### src/hdl/assert_macros.svh
// Assertion macros used by the RTL of the HSV to RGB converter.
// No dependencies; include by bare file name.
`ifndef ASSERT_MACROS_SVH
`define ASSERT_MACROS_SVH

// Antecedent implies consequent, checked on every rising edge outside reset.
`define ASSERT_IMPL(lbl, clk, rst, ante, cons) \
  lbl: assert property (@(posedge clk) disable iff (rst) (ante) |-> (cons)) \
    else $error("assertion failed: implication");

// Expression holds on every rising edge outside reset.
`define ASSERT_ALWAYS(lbl, clk, rst, expr) \
  lbl: assert property (@(posedge clk) disable iff (rst) (expr)) \
    else $error("assertion failed: invariant");

`endif

### src/hdl/hsvc_pkg.sv
`timescale 1ns / 1ps
// Constants and types for the HSV to RGB converter pipeline.
// No dependencies.
package hsvc_pkg;

  localparam int HUE_W   = 15;
  localparam int CHAN_W  = 8;
  localparam int FRAC_W  = 12;
  localparam int PROD_W  = 20;
  localparam int WIDE_W  = 28;

  localparam int unsigned SECTOR_UNITS = 3840;
  localparam int unsigned FULL_SCALE   = 255;
  localparam int unsigned DEN          = SECTOR_UNITS * FULL_SCALE;
  localparam int          MAX_QUOT     = (2 ** HUE_W - 1) / SECTOR_UNITS;

  // floor(n / DEN) = floor((n >> 8) / DIV_REM)
  localparam int unsigned DIV_REM      = DEN / 256;
  localparam int          RECIP_SHIFT  = 32;
  localparam int          RECIP_W      = 21;
  localparam logic [RECIP_W-1:0] RECIP_M = RECIP_W'((64'd1 << RECIP_SHIFT) / DIV_REM);

  typedef enum logic [2:0] {
    SECT_RED_YELLOW    = 3'd0,
    SECT_YELLOW_GREEN  = 3'd1,
    SECT_GREEN_CYAN    = 3'd2,
    SECT_CYAN_BLUE     = 3'd3,
    SECT_BLUE_MAGENTA  = 3'd4,
    SECT_MAGENTA_RED   = 3'd5
  } sector_t;

endpackage

### src/hdl/hsv_to_rgb_converter_core.sv
`timescale 1ns / 1ps
// HSV to RGB converter core: seven-stage pipeline, one pixel per clock.
// Depends on hsvc_pkg and assert_macros.svh.
//
//  channel   handshake         payload
//  -------   ---------------   ------------------------------
//  input     start, busy       hue, saturation, brightness
//  output    done              red, green, blue
//
// A pixel transfers in when start is high and busy is low; busy stays low.
// done rises in the same cycle as the result appears on red, green and blue,
// one per clock when pixels come back to back.
// One register per step sets the latency: sector, product, difference, scale,
// reciprocal, back-multiply, correct and route.
// Reset (synchronous) empties the pipeline; no result can be stalled.
`include "assert_macros.svh"

module hsv_to_rgb_converter_core (
  input  logic        clk,
  input  logic        rst,
  input  logic        start,
  output logic        busy,
  input  logic [14:0] hue,
  input  logic [7:0]  saturation,
  input  logic [7:0]  brightness,
  output logic        done,
  output logic [7:0]  red,
  output logic [7:0]  green,
  output logic [7:0]  blue
);
  import hsvc_pkg::*;

  localparam int LATENCY = 7;
  localparam logic [PROD_W-1:0] DEN_V   = PROD_W'(DEN);
  localparam logic [PROD_W-1:0] DIVR_V  = PROD_W'(DIV_REM);
  localparam logic [PROD_W-1:0] REM_LIM = PROD_W'(2 * DIV_REM);

  function automatic logic [CHAN_W-1:0] div255(input logic [15:0] n);
    logic [16:0] acc;
    acc = 17'(n) + 17'(n[15:8]) + 17'd1;
    return acc[15:8];
  endfunction

  logic [LATENCY-1:0] vld;

  // stage 1: sector and fraction
  logic [3:0]          quot;
  logic [HUE_W-1:0]    base;
  logic [HUE_W-1:0]    fdiff;
  logic [3:0]          sect_raw;
  logic [FRAC_W-1:0]   f1;
  logic [CHAN_W-1:0]   s1, v1;
  sector_t             sect1;

  // stage 2: products
  logic [PROD_W-1:0]   fs2, sfull2;
  logic [15:0]         vs2;
  logic [CHAN_W-1:0]   v2;
  sector_t             sect2;

  // stage 3: differences
  logic [PROD_W-1:0]   mq3, mt3;
  logic [CHAN_W-1:0]   p3, v3;
  sector_t             sect3;

  // stage 4: scaled terms
  logic [WIDE_W-1:0]   nq4, nt4;
  logic [CHAN_W-1:0]   p4, v4;
  sector_t             sect4;

  // stage 5: quotient estimates
  logic [PROD_W+RECIP_W-1:0] rq_prod, rt_prod;
  logic [PROD_W-1:0]   xq5, xt5;
  logic [CHAN_W-1:0]   eq5, et5, p5, v5;
  sector_t             sect5;

  // stage 6: back-multiply
  logic [PROD_W-1:0]   xq6, xt6, bq6, bt6;
  logic [CHAN_W-1:0]   eq6, et6, p6, v6;
  sector_t             sect6;

  // output stage: correct and route
  logic [PROD_W-1:0]   rem_q, rem_t;
  logic [CHAN_W-1:0]   qc, tc;
  logic [CHAN_W-1:0]   red_next, green_next, blue_next;

  assign busy = 1'b0;
  assign done = vld[LATENCY-1];

  always_ff @(posedge clk) begin
    if (rst) begin
      vld <= '0;
    end else begin
      vld <= {vld[LATENCY-2:0], start & ~busy};
    end
  end

  always_comb begin
    quot = '0;
    base = '0;
    for (int k = 1; k <= MAX_QUOT; k++) begin
      if (hue >= HUE_W'(k * SECTOR_UNITS)) begin
        quot = 4'(k);
        base = HUE_W'(k * SECTOR_UNITS);
      end
    end
    fdiff    = hue - base;
    sect_raw = (quot >= 4'd6) ? quot - 4'd6 : quot;
  end

  always_ff @(posedge clk) begin
    f1    <= fdiff[FRAC_W-1:0];
    sect1 <= sector_t'(sect_raw[2:0]);
    s1    <= saturation;
    v1    <= brightness;
  end

  always_ff @(posedge clk) begin
    fs2    <= PROD_W'(f1) * PROD_W'(s1);
    sfull2 <= PROD_W'(s1) * PROD_W'(SECTOR_UNITS);
    vs2    <= 16'(v1) * 16'(8'(FULL_SCALE) - s1);
    v2     <= v1;
    sect2  <= sect1;
  end

  always_ff @(posedge clk) begin
    mq3   <= DEN_V - fs2;
    mt3   <= DEN_V - (sfull2 - fs2);
    p3    <= div255(vs2);
    v3    <= v2;
    sect3 <= sect2;
  end

  always_ff @(posedge clk) begin
    nq4   <= WIDE_W'(v3) * WIDE_W'(mq3);
    nt4   <= WIDE_W'(v3) * WIDE_W'(mt3);
    p4    <= p3;
    v4    <= v3;
    sect4 <= sect3;
  end

  // reciprocal estimate never overshoots; it may fall one short
  assign rq_prod = (PROD_W+RECIP_W)'(nq4[WIDE_W-1:8]) * (PROD_W+RECIP_W)'(RECIP_M);
  assign rt_prod = (PROD_W+RECIP_W)'(nt4[WIDE_W-1:8]) * (PROD_W+RECIP_W)'(RECIP_M);

  always_ff @(posedge clk) begin
    xq5   <= nq4[WIDE_W-1:8];
    xt5   <= nt4[WIDE_W-1:8];
    eq5   <= rq_prod[RECIP_SHIFT+CHAN_W-1:RECIP_SHIFT];
    et5   <= rt_prod[RECIP_SHIFT+CHAN_W-1:RECIP_SHIFT];
    p5    <= p4;
    v5    <= v4;
    sect5 <= sect4;
  end

  always_ff @(posedge clk) begin
    xq6   <= xq5;
    xt6   <= xt5;
    bq6   <= PROD_W'(eq5) * DIVR_V;
    bt6   <= PROD_W'(et5) * DIVR_V;
    eq6   <= eq5;
    et6   <= et5;
    p6    <= p5;
    v6    <= v5;
    sect6 <= sect5;
  end

  always_comb begin
    rem_q = xq6 - bq6;
    rem_t = xt6 - bt6;
    qc    = (rem_q >= DIVR_V) ? eq6 + 8'd1 : eq6;
    tc    = (rem_t >= DIVR_V) ? et6 + 8'd1 : et6;
  end

  always_comb begin
    unique case (sect6)
      SECT_RED_YELLOW: begin
        red_next = v6; green_next = tc; blue_next = p6;
      end
      SECT_YELLOW_GREEN: begin
        red_next = qc; green_next = v6; blue_next = p6;
      end
      SECT_GREEN_CYAN: begin
        red_next = p6; green_next = v6; blue_next = tc;
      end
      SECT_CYAN_BLUE: begin
        red_next = p6; green_next = qc; blue_next = v6;
      end
      SECT_BLUE_MAGENTA: begin
        red_next = tc; green_next = p6; blue_next = v6;
      end
      default: begin
        red_next = v6; green_next = p6; blue_next = qc;
      end
    endcase
  end

  always_ff @(posedge clk) begin
    red   <= red_next;
    green <= green_next;
    blue  <= blue_next;
  end

  `ASSERT_IMPL(a_latency, clk, rst, start && !busy, ##7 done)
  `ASSERT_IMPL(a_grey, clk, rst, start && !busy && saturation == 8'd0,
    ##7 (red == $past(brightness, 7) && green == red && blue == red))
  `ASSERT_IMPL(a_rem_bound, clk, rst, vld[LATENCY-2], rem_q < REM_LIM && rem_t < REM_LIM)

endmodule
### config.mk
export PLATFORM = sky130hd
export DESIGN_NAME = hsv_to_rgb_converter_core
export DESIGN_NICKNAME = d
export VERILOG_FILES = /design/src/hdl/hsvc_pkg.sv /design/src/hdl/hsv_to_rgb_converter_core.sv
export VERILOG_INCLUDE_DIRS = /design/src /design/src/hdl
export SDC_FILE = /design/constraint.sdc
export NUM_CORES = 2
export LEC_CHECK = 0
export BUFFER_PORTS_ARGS = -buffer_cell sky130_fd_sc_hd__buf_4
export CAP_MARGIN = 20
export CORE_MARGIN = 1.5
export CORE_UTILIZATION = 40
export DETAILED_ROUTE_END_ITERATION = 10
export PLACE_DENSITY = 0.55
export SLEW_MARGIN = 5
export SYNTH_ARGS = -nofsm -noshare
export SYNTH_HDL_FRONTEND = slang
export SYNTH_SLANG_ARGS = --single-unit
### constraint.sdc
create_clock -name clk -period 7.25 [get_ports clk]
set_input_delay 0.725 -clock clk [delete_from_list [all_inputs] [get_ports clk]]
set_output_delay 0.725 -clock clk [all_outputs]
set_load 0.03 [all_outputs]
* Word-level counts from Yosys, hierarchy flattened
Index checks and enable logic that the tools add are counted.
Word-level totals: register bits 445, output and inout bits 26, logic and storage cells 102, bits of input ports 34
Operators by class: multipliers 9, $add $sub $neg 12, muxes and demuxes 22, reductions and logical operators 5, equal/unequal tests 4, magnitude comparators 11
Operators with widths (number):
- $mux W12 | 8
- $mul A20 B21 Y40 const B | 2
- $pmux W8 S3 | 3
- $ge A15 B15 Y1 const B | 4
- $sub A20 B20 Y20 | 3
- $mul A8 B20 Y28 | 2
- $ge A20 B12 Y1 const B | 2
- $mul A8 B12 Y20 const B | 2
- $sub A20 B20 Y20 const A | 2
- $ge A15 B14 Y1 const B | 2
- $mux W4 | 6
- $mul A12 B8 Y20 | 1
- $add A16 B1 Y16 const B | 1
- $add A16 B8 Y16 | 1
- $add A8 B1 Y8 const B | 2
- $mul A9 B9 Y16 | 1
- $mux W8 | 2
- $ge A15 B12 Y1 const B | 1
- $ge A15 B13 Y1 const B | 1
- $mul A8 B4 Y12 const B | 1
- $sub A12 B12 Y12 | 1
- $sub A8 B8 Y9 const A | 1
- $reduce_or A2 Y1 | 4
- $eq A3 B2 Y1 const B | 2
- other kinds (8) | 8

* Logic depth before layout (Yosys ltp)
depth in word-level cells 11, gate-level depth with buffers 25, depth with buffers taken out 25

* Least setup slack after synthesis
No wires, ideal clock.
kind reg-to-reg, start register nt4[22], end register et5[7], required time 7.178 ns, slack 1.532 ns, setup time 0.072 ns, path buffers 0, clock period less this slack 5.718 ns, stages on the path, launching flop included 22, arrival time 5.645 ns, path through dfxtp_1 > ha_1 > fa_1 > inv_1 > fa_1 > fa_1 > fa_1 > inv_1 > fa_1 > fa_1 > ha_1 > nand4_1 > nor2_1 > o21ai_0 > a221oi_1 > a211oi_1 > a211oi_1 > a211oi_1 > o21ai_0 > a21oi_1 > o21bai_1 > xnor2_1
Between the ends: cells in the longest elaborated chain, start to end 1
RTL lines:
- from (decl) | line hsv_to_rgb_converter_core.sv:67 | logic [WIDE_W-1:0] nq4, nt4;
- from (signal assigned) | line hsv_to_rgb_converter_core.sv:136 | nt4 <= WIDE_W'(v3) * WIDE_W'(mt3);
- $mul A20 B21 Y40 | line hsv_to_rgb_converter_core.sv:144 | assign rt_prod = (PROD_W+RECIP_W)'(nt4[WIDE_W-1:8]) * (PROD_W+RECIP_W)'(RECIP_M);
- named net rt_prod[39] | line hsv_to_rgb_converter_core.sv:72 | logic [PROD_W+RECIP_W-1:0] rq_prod, rt_prod;
- to (signal assigned) | line hsv_to_rgb_converter_core.sv:150 | et5 <= rt_prod[RECIP_SHIFT+CHAN_W-1:RECIP_SHIFT];
- to (decl) | line hsv_to_rgb_converter_core.sv:74 | logic [CHAN_W-1:0] eq5, et5, p5, v5;
The timed path passes the listed nets, and every way through them passes these cells. A chain may end at the register's enable or synchronous reset.

* Final worst setup path
Ends and elaborated chain as after synthesis.

==> impl_metrics.toml <==
[global_routing]
gr-usage-all-layers_pct = 17.1
grt_max_degree = 40
grt_use_met2_pct = 27.6
antenna_found_initial = 11
grt_pass1_wl_mm = 148
met3_usage_pct = 2.25
use_met1_pct = 24.4
grt-busiest-layer = "met2"
grt_pass1_vias = 28816
overflow = 0

[timing]
finalCritPeriodShare_pct = 89.5
tns_ns = 0
setup_violations = 0
finalClockSkew_ns = 0.0374
hold_viol = 0
max_freq_mhz = 154
worst_slew_pin_slew_ns = 0.937
relSlewSlack_pct = 37.3
period_needed_ns = 6.49
finalWorstSetupSlack_ns = 0.763
grt_setup_unrepaired = "false"
slew_violations = 0

[worst_setup_path]
rr_worst_depth = 21
worstPathRequired_ns = 7.75
regToRegEndpoint = "et5[7]"
timing.rr.start = "nt4[22]"
crit_path_end_kind = "flip-flop"
crit_fanout = 7
endpoint = "et5[7]"
worst-setup-path-type = "flip-flop to flip-flop"
startpoint_type = "flip-flop"
cp_data_arrival_time_ns = 6.98
crit_start = "nt4[22]"
regToRegSetupSlack_ns = 0.76

[final_layout]
stdcell_area_um2 = 45500
insertedDiodeCount = 0
multi_input_area_um2 = 29800
final_cell_mix = "860 x inv_1, 727 x ha_1, 543 x fa_1, 420 x dfxtp_1, 320 x nand2_1"
syn2layout_area_growth_pct = 8.98
final_util_pct = 43.9
nets = 5648
layout_commonest_cell = "inv_1"
drive_gt1_share_pct = 4.29
seqCellArea_um2 = 8410
nFillCells = 10053

[synthesis]
ys_seq_area_share_pct = 20.1
async_flop_share_pct = 0
synth_top_flop_cell = "dfxtp_1"
syn_area_per_cell_um2 = 9.74
ys_top_cells_by_area = "fa_1 26%, ha_1 22%, dfxtp_1 20%, inv_1 7.7%, xnor2_1 3.0%"
yosysWarningCount = 0
synth_seq_cells = 420
synth_cell_types = 82
synth_top_area_share_pct = 26.1
synth_fp_nets = 5590
synth-edff-count = 0
synthCells = 4286
yosysTopAreaCell = "fa_1"
syn-cell-area_um2 = 41700

[clocking]
htreeDepth = 2
cts_resized = 0
clk_latency_ns = 0.63
post_cts_buffers = 0
cts_max_path_buffers = 3
cts_made_buffers = 49
path_clk_slew_ns = 0.06
postCtsHoldBufs = 0
cts_tree = "built"
cts_root_buf = "clkbuf_16"
cts_sinks = 420

[placement]
dp_slack_ns = 0.691
dpl_cell_area_um2 = 43800
hpwlAfterDp_mm = 73.2
gp_congestion = 0.869
io_buffers = 58

[floorplan]
initial_core_util_pct = 40.3
dieArea_um2 = 106000
die_w_um = 326
num_io_pins = 60
num_rows = 118
die_h_um = 326
core_area_um2 = 103000

[routing]
drc = 0
dr.pass1.iters = 5
drtIter0Drc = 1244
ant_nets = 0
wl_per_cell_um = 15.4
viasPerCell = 4.82
vias = 27791
wl_mm = 88.7

[status]
status = "finished, final reports clean"

[job]
maxCapViolCount = 0

[hold_path]
hold-path-cell-count = 1
worst_hold_path_type = "input port to flip-flop"
## per-layer routing
layer | routed length [µm] | share of wire (%) | vias up
li1 | - | - | 13813
met1 | 43700 | 49 | 13444
met2 | 40000 | 45 | 428
met3 | 3490 | 3.9 | 104
met4 | 1590 | 1.8 | 2
met5 | 13 | 0.015 | -
## stage by stage
stage,hold WS (ns),cells
6_report,0.192,5762
2_1_floorplan,0.310,4286
5_1_grt,0.149,5762
4_1_cts,0.144,5762
3_3_place_gp,0.310,5673
3_5_place_dp,0.312,5673
## cells by family (layout without fill, tap and decap cells)
family                     count (synthesis)  after routing  synth area share, %
adders and majority gates               1271           1271                 47.9
and+or+nand+nor                          980            980                 11.8
buffers and inverters                    935           1031                 8.44
AOI/OAI and AO/OA                        481            481                 7.57
DFF                                      420            420                 20.1
xor gates and xnor gates                 186            186                 3.90
muxes                                     12             12                0.294
other                                      1              1              0.00899
## synthesized netlist by cell type, drive strengths merged, types with 11 or more instances
| master | number |
|---|---|
| inv | 860 |
| ha | 727 |
| fa | 543 |
| dfxtp | 420 |
| nand2 | 321 |
| and2 | 183 |
| nor2 | 151 |
| xnor2 | 143 |
| a21oi | 138 |
| o21ai | 85 |
| nor2b | 77 |
| clkbuf | 71 |
| nor3 | 53 |
| nand2b | 47 |
| nand3 | 46 |
| xor2 | 43 |
| o21a | 40 |
| a21o | 39 |
| a211oi | 20 |
| nand4 | 20 |
| o21bai | 19 |
| and3 | 18 |
| a31oi | 17 |
| o211ai | 14 |
| or2 | 14 |
| or3 | 12 |
| a211o | 11 |
| a21boi | 11 |
## layout make-up
class,count,share of cell area [%]
clock inverters,30,0.902
repair buffers,81,1.34
flip-flops and latches,420,18.5
clock buffers,59,2.84
well taps,1380,3.80
inverters,861,7.11
multi-input cells,2931,65.5
## how the worst min path moves through the flow
stage,startpoint,end,slack [ns]
4_1_cts,hue[4],f1[4],0.14
6_report,hue[4],f1[4],0.19
5_1_grt,hue[6],f1[6],0.15
3_5_place_dp,v2[1],v3[1],0.31
2_1_floorplan,p3[0],p4[0],0.31
3_3_place_gp,v2[1],v3[1],0.31
## sequential cells by signal, summed over array words and instances, names as in the netlist, 12 cells and up
register / flops
nt4: 20
fs2: 20
nq4: 20
mq3: 19
xt6: 20
mt3: 20
sfull2: 12
xq6: 20
f1: 12
bq6: 16
vs2: 16
xt5: 20
bt6: 16
xq5: 20
## worst max-delay path, cell delays in order, from the launching register on
cell and delay, ns:
dfxtp_1 0.55, ha_1 0.34, fa_1 0.43, inv_1 0.09, fa_1 0.44, fa_1 0.51, fa_1 0.54, inv_1 0.05
fa_1 0.50, fa_1 0.40, ha_1 0.18, a21oi_1 0.20, nand2_1 0.08, a21oi_1 0.17, o2111ai_1 0.14, a211oi_1 0.45
a211oi_1 0.16, a211oi_1 0.41, o21ai_0 0.23, a21oi_1 0.25, o21bai_1 0.10, xnor2_1 0.12
Power is not shown: default switching activity piles up to over one toggle a cycle in this logic, so the estimate is an artifact.
